<file path="src/rtl/fcba_pkg.sv">
package fcba_pkg;

  localparam int unsigned DEF_ENTRIES = 2048;
  localparam int unsigned BLK_W = 16;
  localparam int unsigned CNT_W = 16;
  localparam int unsigned BASE_W = 15;
  localparam int unsigned ACT_W = 3;
  localparam int unsigned ST_W = 2;

  localparam logic [BASE_W-1:0] RESET_BASE = 15'd6;

  localparam logic [ACT_W-1:0] ACT_ALLOC = 3'd0;
  localparam logic [ACT_W-1:0] ACT_EXTEND = 3'd1;
  localparam logic [ACT_W-1:0] ACT_FREE = 3'd2;
  localparam logic [ACT_W-1:0] ACT_TRIM = 3'd3;
  localparam logic [ACT_W-1:0] ACT_SEEK = 3'd4;

  localparam logic [ST_W-1:0] ST_OK = 2'd0;
  localparam logic [ST_W-1:0] ST_NO_SPACE = 2'd1;
  localparam logic [ST_W-1:0] ST_RANGE = 2'd2;
  localparam logic [ST_W-1:0] ST_SHORT = 2'd3;

  typedef struct packed {
    logic [CNT_W-1:0] count;
    logic [BLK_W-1:0] block;
    logic [ACT_W-1:0] action;
  } item_t;

  typedef struct packed {
    logic [CNT_W-1:0] blocks_moved;
    logic [BLK_W-1:0] result_block;
    logic [ST_W-1:0]  status;
  } result_t;

  function automatic logic [BLK_W-1:0] blk_off(input logic [BLK_W-1:0] b,
                                               input logic [BASE_W-1:0] base);
    return b - {1'b0, base};
  endfunction

  function automatic logic blk_ok(input logic [BLK_W-1:0] b,
                                  input logic [BASE_W-1:0] base,
                                  input logic [BLK_W:0] n);
    logic [BLK_W:0] d;
    d = {1'b0, b} - {2'b00, base};
    return (b != '0) && (d < n);
  endfunction

endpackage

</file>
<file path="src/rtl/fcba_ctrl.sv">
module fcba_ctrl #(
  parameter int unsigned ENTRIES = fcba_pkg::DEF_ENTRIES
) (
  input  logic                        clk_i,
  input  logic                        rst_ni,
  input  logic [fcba_pkg::BASE_W-1:0] base_i,
  input  logic                        in_valid_i,
  output logic                        in_ready_o,
  input  fcba_pkg::item_t             in_item_i,
  output logic                        res_valid_o,
  input  logic                        res_ready_i,
  output fcba_pkg::result_t           res_o,
  input  logic                        tbl_ready_i,
  output logic [$clog2(ENTRIES)-1:0]  rd_addr_o,
  output logic                        wr_en_o,
  output logic [$clog2(ENTRIES)-1:0]  wr_addr_o,
  output logic [fcba_pkg::BLK_W-1:0]  wr_data_o,
  input  logic [fcba_pkg::BLK_W-1:0]  rd_data_i
);

  localparam int unsigned AW = $clog2(ENTRIES);
  localparam int unsigned BW = fcba_pkg::BLK_W;
  localparam int unsigned CW = fcba_pkg::CNT_W;
  localparam logic [BW:0] NUM_ENTRIES = (BW + 1)'(ENTRIES);
  localparam logic [CW-1:0] MAX_STEPS = CW'(ENTRIES);

  typedef enum logic [10:0] {
    S_IDLE     = 11'b000_0000_0001,
    S_START    = 11'b000_0000_0010,
    S_ALLOC    = 11'b000_0000_0100,
    S_EXT_WALK = 11'b000_0000_1000,
    S_EXT_ADD  = 11'b000_0001_0000,
    S_EXT_LINK = 11'b000_0010_0000,
    S_EXT_TERM = 11'b000_0100_0000,
    S_FREE_CHK = 11'b000_1000_0000,
    S_FREE_WR  = 11'b001_0000_0000,
    S_SEEK     = 11'b010_0000_0000,
    S_DONE     = 11'b100_0000_0000
  } state_e;

  state_e                      state_q, state_d;
  logic [fcba_pkg::ACT_W-1:0]  act_q, act_d;
  logic [BW-1:0]               cur_q, cur_d;
  logic [CW-1:0]               cnt_q, cnt_d;
  logic [CW-1:0]               i_q, i_d;
  logic [CW-1:0]               moved_q, moved_d;
  logic [BW-1:0]               res_q, res_d;
  logic [fcba_pkg::ST_W-1:0]   st_q, st_d;
  logic [BW-1:0]               fh_q, fh_d;
  logic [BW-1:0]               rd_blk, wr_blk, rd_off, wr_off;
  logic                        v_fh, v_cur, v_rd;

  assign v_fh  = fcba_pkg::blk_ok(fh_q, base_i, NUM_ENTRIES);
  assign v_cur = fcba_pkg::blk_ok(cur_q, base_i, NUM_ENTRIES);
  assign v_rd  = fcba_pkg::blk_ok(rd_data_i, base_i, NUM_ENTRIES);

  always_comb begin
    state_d   = state_q;
    act_d     = act_q;
    cur_d     = cur_q;
    cnt_d     = cnt_q;
    i_d       = i_q;
    moved_d   = moved_q;
    res_d     = res_q;
    st_d      = st_q;
    fh_d      = fh_q;
    rd_blk    = cur_q;
    wr_blk    = cur_q;
    wr_en_o   = 1'b0;
    wr_data_o = '0;
    case (state_q)
      S_IDLE: begin
        if (in_valid_i && tbl_ready_i) begin
          act_d   = in_item_i.action;
          cur_d   = in_item_i.block;
          cnt_d   = in_item_i.count;
          i_d     = '0;
          moved_d = '0;
          res_d   = '0;
          st_d    = fcba_pkg::ST_OK;
          state_d = S_START;
        end
      end
      S_START: begin
        case (act_q)
          fcba_pkg::ACT_ALLOC: begin
            rd_blk = fh_q;
            if (fh_q == '0) begin
              st_d    = fcba_pkg::ST_NO_SPACE;
              state_d = S_DONE;
            end else if (!v_fh) begin
              st_d    = fcba_pkg::ST_RANGE;
              state_d = S_DONE;
            end else begin
              cur_d   = fh_q;
              state_d = S_ALLOC;
            end
          end
          fcba_pkg::ACT_EXTEND: begin
            state_d = v_cur ? S_EXT_WALK : S_DONE;
            if (!v_cur) begin
              st_d = fcba_pkg::ST_RANGE;
            end
          end
          fcba_pkg::ACT_FREE: begin
            state_d = S_FREE_CHK;
          end
          fcba_pkg::ACT_TRIM, fcba_pkg::ACT_SEEK: begin
            state_d = v_cur ? S_SEEK : S_DONE;
            if (!v_cur) begin
              st_d = fcba_pkg::ST_RANGE;
            end
          end
          default: begin
            st_d    = fcba_pkg::ST_RANGE;
            state_d = S_DONE;
          end
        endcase
      end
      S_ALLOC: begin
        fh_d      = rd_data_i;
        wr_en_o   = 1'b1;
        wr_data_o = '0;
        res_d     = cur_q;
        moved_d   = CW'(1);
        state_d   = S_DONE;
      end
      S_EXT_WALK: begin
        if (rd_data_i == '0) begin
          i_d     = '0;
          state_d = S_EXT_ADD;
        end else if (!v_rd || i_q >= MAX_STEPS) begin
          st_d    = fcba_pkg::ST_RANGE;
          state_d = S_DONE;
        end else begin
          cur_d  = rd_data_i;
          i_d    = i_q + CW'(1);
          rd_blk = rd_data_i;
        end
      end
      S_EXT_ADD: begin
        rd_blk = fh_q;
        if (i_q == cnt_q) begin
          state_d = S_DONE;
        end else if (fh_q == '0) begin
          st_d    = fcba_pkg::ST_NO_SPACE;
          state_d = S_DONE;
        end else if (!v_fh) begin
          st_d    = fcba_pkg::ST_RANGE;
          res_d   = '0;
          state_d = S_DONE;
        end else begin
          res_d   = fh_q;
          state_d = S_EXT_LINK;
        end
      end
      S_EXT_LINK: begin
        fh_d      = rd_data_i;
        wr_en_o   = 1'b1;
        wr_data_o = res_q;
        state_d   = S_EXT_TERM;
      end
      S_EXT_TERM: begin
        wr_en_o   = 1'b1;
        wr_blk    = res_q;
        wr_data_o = '0;
        cur_d     = res_q;
        moved_d   = moved_q + CW'(1);
        i_d       = i_q + CW'(1);
        state_d   = S_EXT_ADD;
      end
      S_FREE_CHK: begin
        if (cur_q == '0) begin
          state_d = S_DONE;
        end else if (!v_cur || i_q >= MAX_STEPS) begin
          st_d    = fcba_pkg::ST_RANGE;
          res_d   = '0;
          state_d = S_DONE;
        end else begin
          state_d = S_FREE_WR;
        end
      end
      S_FREE_WR: begin
        wr_en_o   = 1'b1;
        wr_data_o = fh_q;
        fh_d      = cur_q;
        moved_d   = moved_q + CW'(1);
        i_d       = i_q + CW'(1);
        cur_d     = rd_data_i;
        state_d   = S_FREE_CHK;
      end
      S_SEEK: begin
        if (i_q == cnt_q) begin
          res_d = cur_q;
          if (act_q == fcba_pkg::ACT_TRIM) begin
            // The read word is the rest of the chain; it is cut off and freed.
            wr_en_o   = 1'b1;
            wr_data_o = '0;
            cur_d     = rd_data_i;
            i_d       = '0;
            state_d   = S_FREE_CHK;
          end else begin
            state_d = S_DONE;
          end
        end else if (rd_data_i == '0) begin
          st_d    = fcba_pkg::ST_SHORT;
          state_d = S_DONE;
        end else if (!v_rd) begin
          st_d    = fcba_pkg::ST_RANGE;
          state_d = S_DONE;
        end else begin
          cur_d  = rd_data_i;
          i_d    = i_q + CW'(1);
          rd_blk = rd_data_i;
        end
      end
      S_DONE: begin
        if (res_ready_i) begin
          state_d = S_IDLE;
        end
      end
      default: begin
        state_d = S_IDLE;
      end
    endcase
    rd_off = fcba_pkg::blk_off(rd_blk, base_i);
    wr_off = fcba_pkg::blk_off(wr_blk, base_i);
  end

  assign rd_addr_o = rd_off[AW-1:0];
  assign wr_addr_o = wr_off[AW-1:0];

  assign in_ready_o  = (state_q == S_IDLE) && tbl_ready_i;
  assign res_valid_o = (state_q == S_DONE);
  assign res_o.status       = st_q;
  assign res_o.result_block = res_q;
  assign res_o.blocks_moved = moved_q;

  always_ff @(posedge clk_i or negedge rst_ni) begin
    if (!rst_ni) begin
      state_q <= S_IDLE;
      fh_q    <= {1'b0, fcba_pkg::RESET_BASE} + BW'(1);
    end else begin
      state_q <= state_d;
      fh_q    <= fh_d;
    end
  end

  always_ff @(posedge clk_i) begin
    act_q   <= act_d;
    cur_q   <= cur_d;
    cnt_q   <= cnt_d;
    i_q     <= i_d;
    moved_q <= moved_d;
    res_q   <= res_d;
    st_q    <= st_d;
  end

  a_no_write_idle: assert property (@(posedge clk_i) disable iff (!rst_ni)
    (state_q == S_IDLE || state_q == S_DONE) |-> !wr_en_o)
    else $error("table written outside an action");

  a_accept_after_clear: assert property (@(posedge clk_i) disable iff (!rst_ni)
    (in_valid_i && in_ready_o) |-> tbl_ready_i)
    else $error("word accepted during the clearing pass");

  a_range_no_block: assert property (@(posedge clk_i) disable iff (!rst_ni)
    (res_valid_o && (res_o.status == fcba_pkg::ST_RANGE
                     || res_o.status == fcba_pkg::ST_SHORT)) |-> res_o.result_block == '0)
    else $error("failed action reports a block");

  a_free_push: assert property (@(posedge clk_i) disable iff (!rst_ni)
    (state_q == S_FREE_WR) |=> fh_q == $past(cur_q))
    else $error("freed block not pushed onto the free list");

endmodule
</file>
<file path="config.mk">
export PLATFORM = sky130hd
export DESIGN_NAME = fcba_ctrl
export DESIGN_NICKNAME = d
export VERILOG_FILES = /design/src/rtl/fcba_pkg.sv /design/src/rtl/fcba_ctrl.sv
export SDC_FILE = /design/constraint.sdc
export NUM_CORES = 1
export LEC_CHECK = 0
export ABC_AREA = 1
export ABC_CLOCK_PERIOD_IN_PS = 5200
export BUFFER_PORTS_ARGS = -buffer_cell sky130_fd_sc_hd__buf_2
export CORE_MARGIN = 5
export CORE_UTILIZATION = 45
export DETAILED_ROUTE_END_ITERATION = 7
export PLACE_DENSITY = 0.65
export SETUP_SLACK_MARGIN = 0.1
export SYNTH_ARGS = -nofsm -noshare
export SYNTH_HDL_FRONTEND = slang
export SYNTH_SLANG_ARGS = --single-unit
</file>
<file path="constraint.sdc">
create_clock -name clk_i -period 5.2 [get_ports clk_i]
set_input_delay 0 -clock clk_i [delete_from_list [all_inputs] [get_ports clk_i]]
set_output_delay 0 -clock clk_i [all_outputs]
set_load 0.01 [all_outputs]
</file>
# Word level (Yosys, flattened, before mapping)
# Index checks and enable logic that the tools add are counted.
word_totals:
  ff_bits: 112
  wordCells: 161
  input_bits: 71
  output_inout_bits: 75
op_classes:
  n_addsub: 7
  mux: 69
  n_lt_le_gt_ge: 4
  reduce_logical: 34
  eq_ne: 38
op_table:
  columns: ["cell", "count"]
  rows:
  - ["$mux 16", 23]
  - ["$mux 11", 20]
  - ["$pmux 11 s11", 1]
  - ["$pmux 16 s6", 1]
  - ["$pmux 11 s4", 2]
  - ["$pmux 16 s5", 1]
  - ["$pmux 16 s2", 2]
  - ["$pmux 16 s4", 1]
  - ["$lt 17x12->1 const B", 3]
  - ["$sub 16x15->17", 3]
  - ["$logic_not 16->1", 3]
  - ["$pmux 16 s3", 1]
  - ["$reduce_bool 16->1", 3]
  - ["$add 16x1->16 const B", 2]
  - ["$mux 2", 12]
  - ["$ne 2x2->1 const B", 12]
  - ["$sub 11x11->11", 2]
  - ["$ne 3x3->1 const B", 7]
  - ["$eq 16x16->1", 1]
  - ["$ge 16x12->1 const B", 1]
  - ["$pmux 2 s6", 1]
  - ["$reduce_and 6->1", 2]
  - ["$reduce_bool 6->1", 2]
  - ["$eq 11x1->1 const B", 1]
  - ["33 further kinds", 45]

# Depth between registers and ports, before layout
depth:
  depth_word: 9
  mapped_depth: 32
  mapped_depth_nobuf: 32

# Worst setup path after synthesis
# Ideal clock, no wire load.
synth_timing:
  kind: "input -> output"
  startpoint: "input port base_i[11] (netlist bit)"
  endpoint: "output port rd_addr_o[10]"
  arrival_ns: 3.566
  path_buffers: 1
  t_required_ns: 5.200
  cell_stages: 28
  setup_slack_ns: 1.634
  cell_sequence: "inv_1 ha_1 nand2_1 inv_2 nand2_2 inv_1 a21oi_1 nand2_1 nand2_1 nand2_2 nor2_4 nand3_4 buf_2 o21ai_1 o21ai_0 o21ai_1 nand2_1 ha_1 fa_1 o31ai_1 a21oi_1 nor2_1 o21ai_0 nand2_1 xor2_1 inv_1 nand3_1 nand2_1"
synth_via:
  elab_chain_len: 9
  elab_cells_between_ends: 12
  cone_classes: "add/sub: 2; order compare: 1; mux: 6; reduce/logical: 3"
synth_lines:
  columns: ["element", "line_no", "text"]
  rows:
  - ["from (decl)", "fcba_ctrl.sv:6", "input logic [fcba_pkg::BASE_W-1:0] base_i,"]
  - ["$sub 16x15->17 *", "fcba_pkg.sv:44", "d = {1'b0, b} - {2'b00, base};"]
  - ["$lt 17x12->1 *", "fcba_pkg.sv:45", "return (b != '0) && (d < n);"]
  - ["$logic_and 1x1->1 *", "fcba_pkg.sv:45", null]
  - ["$logic_not 1->1", null, null]
  - ["$logic_or 1x1->1", "fcba_ctrl.sv:132", "end else if (!v_rd || i_q >= MAX_STEPS) begin"]
  - ["$mux 16", null, null]
  - ["$mux 16", "fcba_ctrl.sv:129", "if (rd_data_i == '0) begin"]
  - ["$pmux 11 s4 *", "fcba_ctrl.sv:71", "case (state_q)"]
  - ["$sub 11x11->11 *", "fcba_pkg.sv:37", "return b - {1'b0, base};"]
  - ["to (decl)", "fcba_ctrl.sv:14", "output logic [$clog2(ENTRIES)-1:0] rd_addr_o,"]
# Mark *: on every way between the ends. The rest lies on a longest branch, timed or not.

# Final worst setup path
layout_timing:
  startpoint: "register state_q[9]"
  endpoint: "output port rd_addr_o[10]"
layout_via:
  elab_chain_len: 3
  elab_cells_between_ends: 6
  cone_classes: "add/sub: 1; eq/ne: 4; mux: 1"
layout_lines:
  columns: ["element", "line_no", "text"]
  rows:
  - ["from (decl)", "fcba_ctrl.sv:41", "state_e state_q, state_d;"]
  - ["from (signal assigned)", "fcba_ctrl.sv:244", "state_q <= state_d;"]
  - ["$eq 11x10->1, or another cell as far along", "fcba_ctrl.sv:71", null]
  - ["$pmux 11 s4 *", "fcba_ctrl.sv:71", null]
  - ["$sub 11x11->11 *", "fcba_pkg.sv:37", null]
# Marked as above.

==> flow_summary.ini <==
[status]
run_status = finished, final reports clean

[synthesis]
syn_nets = 1576
post-synth-top-area-fraction_pct = 25.4
ys_types = 53
yosysTopAreaCell = edfxtp_1
synth_async_sr_flop_share_pct = 24.1
synth.avg_cell_area_um2 = 6.99
synth.yosys.warnings = 0
syn-cell-area_um2 = 10100
syn-instance-count = 1438
number_of_enable_flip_flop_cells_after_synthesis = 85
synth_area_leaders = edfxtp_1 (25%), nand2_1 (13%), inv_1 (8.3%), ha_1 (8.1%), dfrtp_1 (5.7%)
yosys_most_used_dff = edfxtp_1
postSynthRegisterBits = 112
yosysSeqAreaShare_pct = 32.2

[place]
finalWeightedCongestion = 1.03
placed_wire_length_estimate_after_detailed_placement_mm = 28.3
io_buffers = 145

[setup_path]
cp_data_arrival_time_ps = 4670
critPathCaptureType = primary output
path_class = reg -> out
cp_cell_sequence = nor2_1, nand2_1, nor2_1, nand2_1, buf_4, nor2_1, a221o_1, nor2_1, o21ai_1, nand2_1, ha_1, fa_1, o31ai_1, a21oi_1, nor2_1, o21ai_0, nand2_1, xor2_1, inv_1, nand3_1, nand2_1, buf_2
required_ps = 5200
worst_path_dominant_cell_family = simple AND/OR/NAND/NOR gates
crit_path_start_kind = flop
critical-path-max-stage-delay_ps = 530
path_max_fanout = 9
crit_buf_inv = 3
slowest_stage = nor2_1

[timing]
min_period_over_period_pct = 89.9
setup-tns-final_ps = 0
min_period_ps = 4670
setup_viol = 0
worst_slew_pin_slew_ps = 993
finalClockSkew_ps = 12.8
timing.fmax_ghz = 0.214
unrepaired_setup_endpoints_after_global_routing = no
slew-limit-headroom_pct = 33.3
maxSlewViolCount = 0
fin_hold_ws_ps = 7.68
timing.final.hold_violations = 0

[global_routing]
total_global_routing_overflow = 0
antenna_violations_before_repair = 0
track_usage_pct = 27.2
first_pass_grt_wire_length_mm = 55.6
grt_start_max_net_pins = 49
first_global_vias = 10000

[die]
initial_utilization_pct = 45.9
row_count = 54
die-area_um2 = 25400
die-height_um = 159
die_w_um = 159
boundaryPins = 146
core_um2 = 21900

[clock_network]
worst_skew_pair_latency_ps = 360
cts_buffers = 9
htree_num_levels = 3
path_clk_slew_ps = 90
clockBufferDepth = 2
post-cts-setup-buffers = 0
numClockSinks = 112
clock_tree_from_tritoncts = built
clockRootBuffer = clkbuf_16

[finish]
fin_nets = 1748
antenna_diode_count = 0
areaGrowthSynthToFinish_pct = 16.9
final_layout_size_suffix_gt1_share_pct = 14.0

[detailed_routing]
via_count = 10700
wl_met3_mm = 3.63
wl_met2_mm = 16.1
vias_per_cell = 5.64
route.final.wire_length_mm = 35.9
drt.antenna.violating_nets = 0
dr.first_iter.drc_count = 1146
route.detailed.wl_per_inst_um = 18.9
routedLengthMet1_mm = 15.3
drt-pass1-iter-count = 6
top_layer = met4
drcViolationCount = 0

[pwr]
swShare_pct = 48.6
clockPowerShare_pct = 13.2
leakage_nw = 5.92
power.density_cell_area_nw_per_um2 = 476
power.combinational.fraction_pct = 54.7
peakVddDrop_uv = 269
p_int_mw = 2.87
power.switching_mw = 2.71
sequentialPowerShare_pct = 32.1

[hold_path]
hold_class = in -> reg

[flow_run]
cap_viol_max_count = 0
path summary, 6_finish.rpt:
| path | start | to | slack, ps | cells past startpoint |
|---|---|---|---|---|
| max in group asynchronous | rst_ni | fh_q[7]$_DFFE_PN0P_ | 4550 | 2 |
| min | in_item_i[16] | cur_q[13]$_DFFE_PP_ | 8 | 3 |
| max reg2reg | fh_q[10]$_DFFE_PN0P_ | cur_q[13]$_DFFE_PP_ | 1590 | 12 |
| min in group asynchronous | rst_ni | state_q[1]$_DFFE_PN0P_ | 210 | 2 |
| min reg2reg | state_q[0]$_DFFE_PN1P_ | state_q[0]$_DFFE_PN1P_ | 530 | 2 |
| max | state_q[9]$_DFFE_PN0P_ | rd_addr_o[10] | 530 | 22 |
tightest hold or removal path, delay by kind of cell:
kind | cells | cell delay, ps
compound gates | 1 | 120
buf+inv | 1 | 80
simple gates | 1 | 30
registers in the layout, indices dropped and copies added (netlist names):
| name | cells |
|---|---|
| moved_q | 16 |
| cnt_q | 16 |
| fh_q | 16 |
| state_q | 11 |
| res_q | 16 |
| i_q | 16 |
| act_q | 3 |
| st_q | 2 |
| cur_q | 16 |
layer usage:
metal	vias up	global-route usage, %
li1	5199	-
met1	4924	37.5
met2	491	43.4
met3	75	6.45
met4	0	6.67
met5	-	0
placed cells by master, fill, tap and decap left out, drive strengths merged, types with 10 or more instances in the layout:
master,count
a21oi,101
a221oi,20
buf,168
dfrtp,23
dlygate4sd3,28
edfxtp,85
ha,65
inv,228
nand2,345
nand3,84
nand4,27
nor2,154
nor3,26
nor4,15
o211ai,10
o21ai,99
o22ai,11
o32ai,15
xnor2,14
xor2,20
final cells by class:
class | count | area [um2]
clock inverter | 7 | 85.1
fill | 2209 | 10100
tap | 280 | 350
multi-input combinational | 1060 | 5810
inverter | 231 | 868
timing repair buffer | 196 | 1180
sequential | 112 | 3230
clock buffer | 9 | 225
cell families (layout without fill, tap and decap cells):
kind of cell,after synthesis,count (layout),share of synthesized area [%]
AND/OR/NAND/NOR,675,675,29.4
AO/OA/AOI/OAI,284,284,16.9
buffers and inverters,266,443,10.2
flip-flops,112,112,32.2
adder cells (fa/ha/maj),67,67,8.49
XOR/XNOR,34,34,2.96
synth_stat cells (5+ instances only):
library cell / number
o32ai_1: 15
clkinv_1: 5
nand4_1: 26
a221oi_1: 20
o21bai_1: 8
ha_1: 65
o211ai_2: 6
nor3b_1: 6
xnor2_1: 14
or2_2: 8
inv_1: 222
nor3_1: 24
o21ai_0: 88
dfrtp_1: 23
o22ai_1: 11
xor2_1: 20
nand2_1: 341
edfxtp_1: 85
nor2_1: 145
a21oi_1: 101
nand3_1: 83
o21ai_1: 11
clkbuf_1: 23
buf_2: 5
nor4_1: 15
power by group through the flow:
stage | clock [mW] | combinational [mW] | sequential, mW
floorplan | 0 | 1.96 | 1.71
global placement | 0 | 2.98 | 1.80
detailed placement | 0 | 3.00 | 1.80
CTS | 0.743 | 3.03 | 1.79
global route | 0.780 | 3.37 | 1.83
finish | 0.736 | 3.06 | 1.80
repair_timing:
item                                    4_1_cts  5_1_grt
endpoints found under the setup margin        0        1
resized for setup                             0        3
hold buffers                                 28        0
hold endpoints to repair                     50        0
through the flow:
stage / worst slack, ps / area [um2] / power [mW] / std cells / util (%)
floorplan: 1630 / 10100 / 3.68 / 1438 / -
global route: 129 / 11800 / 5.98 / 1895 / 53.7
CTS: 329 / 11700 / 5.56 / 1895 / 53.7
detailed placement: 697 / 11200 / 4.80 / 1851 / 51.0
global placement: 843 / 11200 / 4.78 / 1851 / 51.0
finish: 525 / 11800 / 5.59 / 1895 / 53.7
No activity file was read; power rests on OpenSTA's default activity.
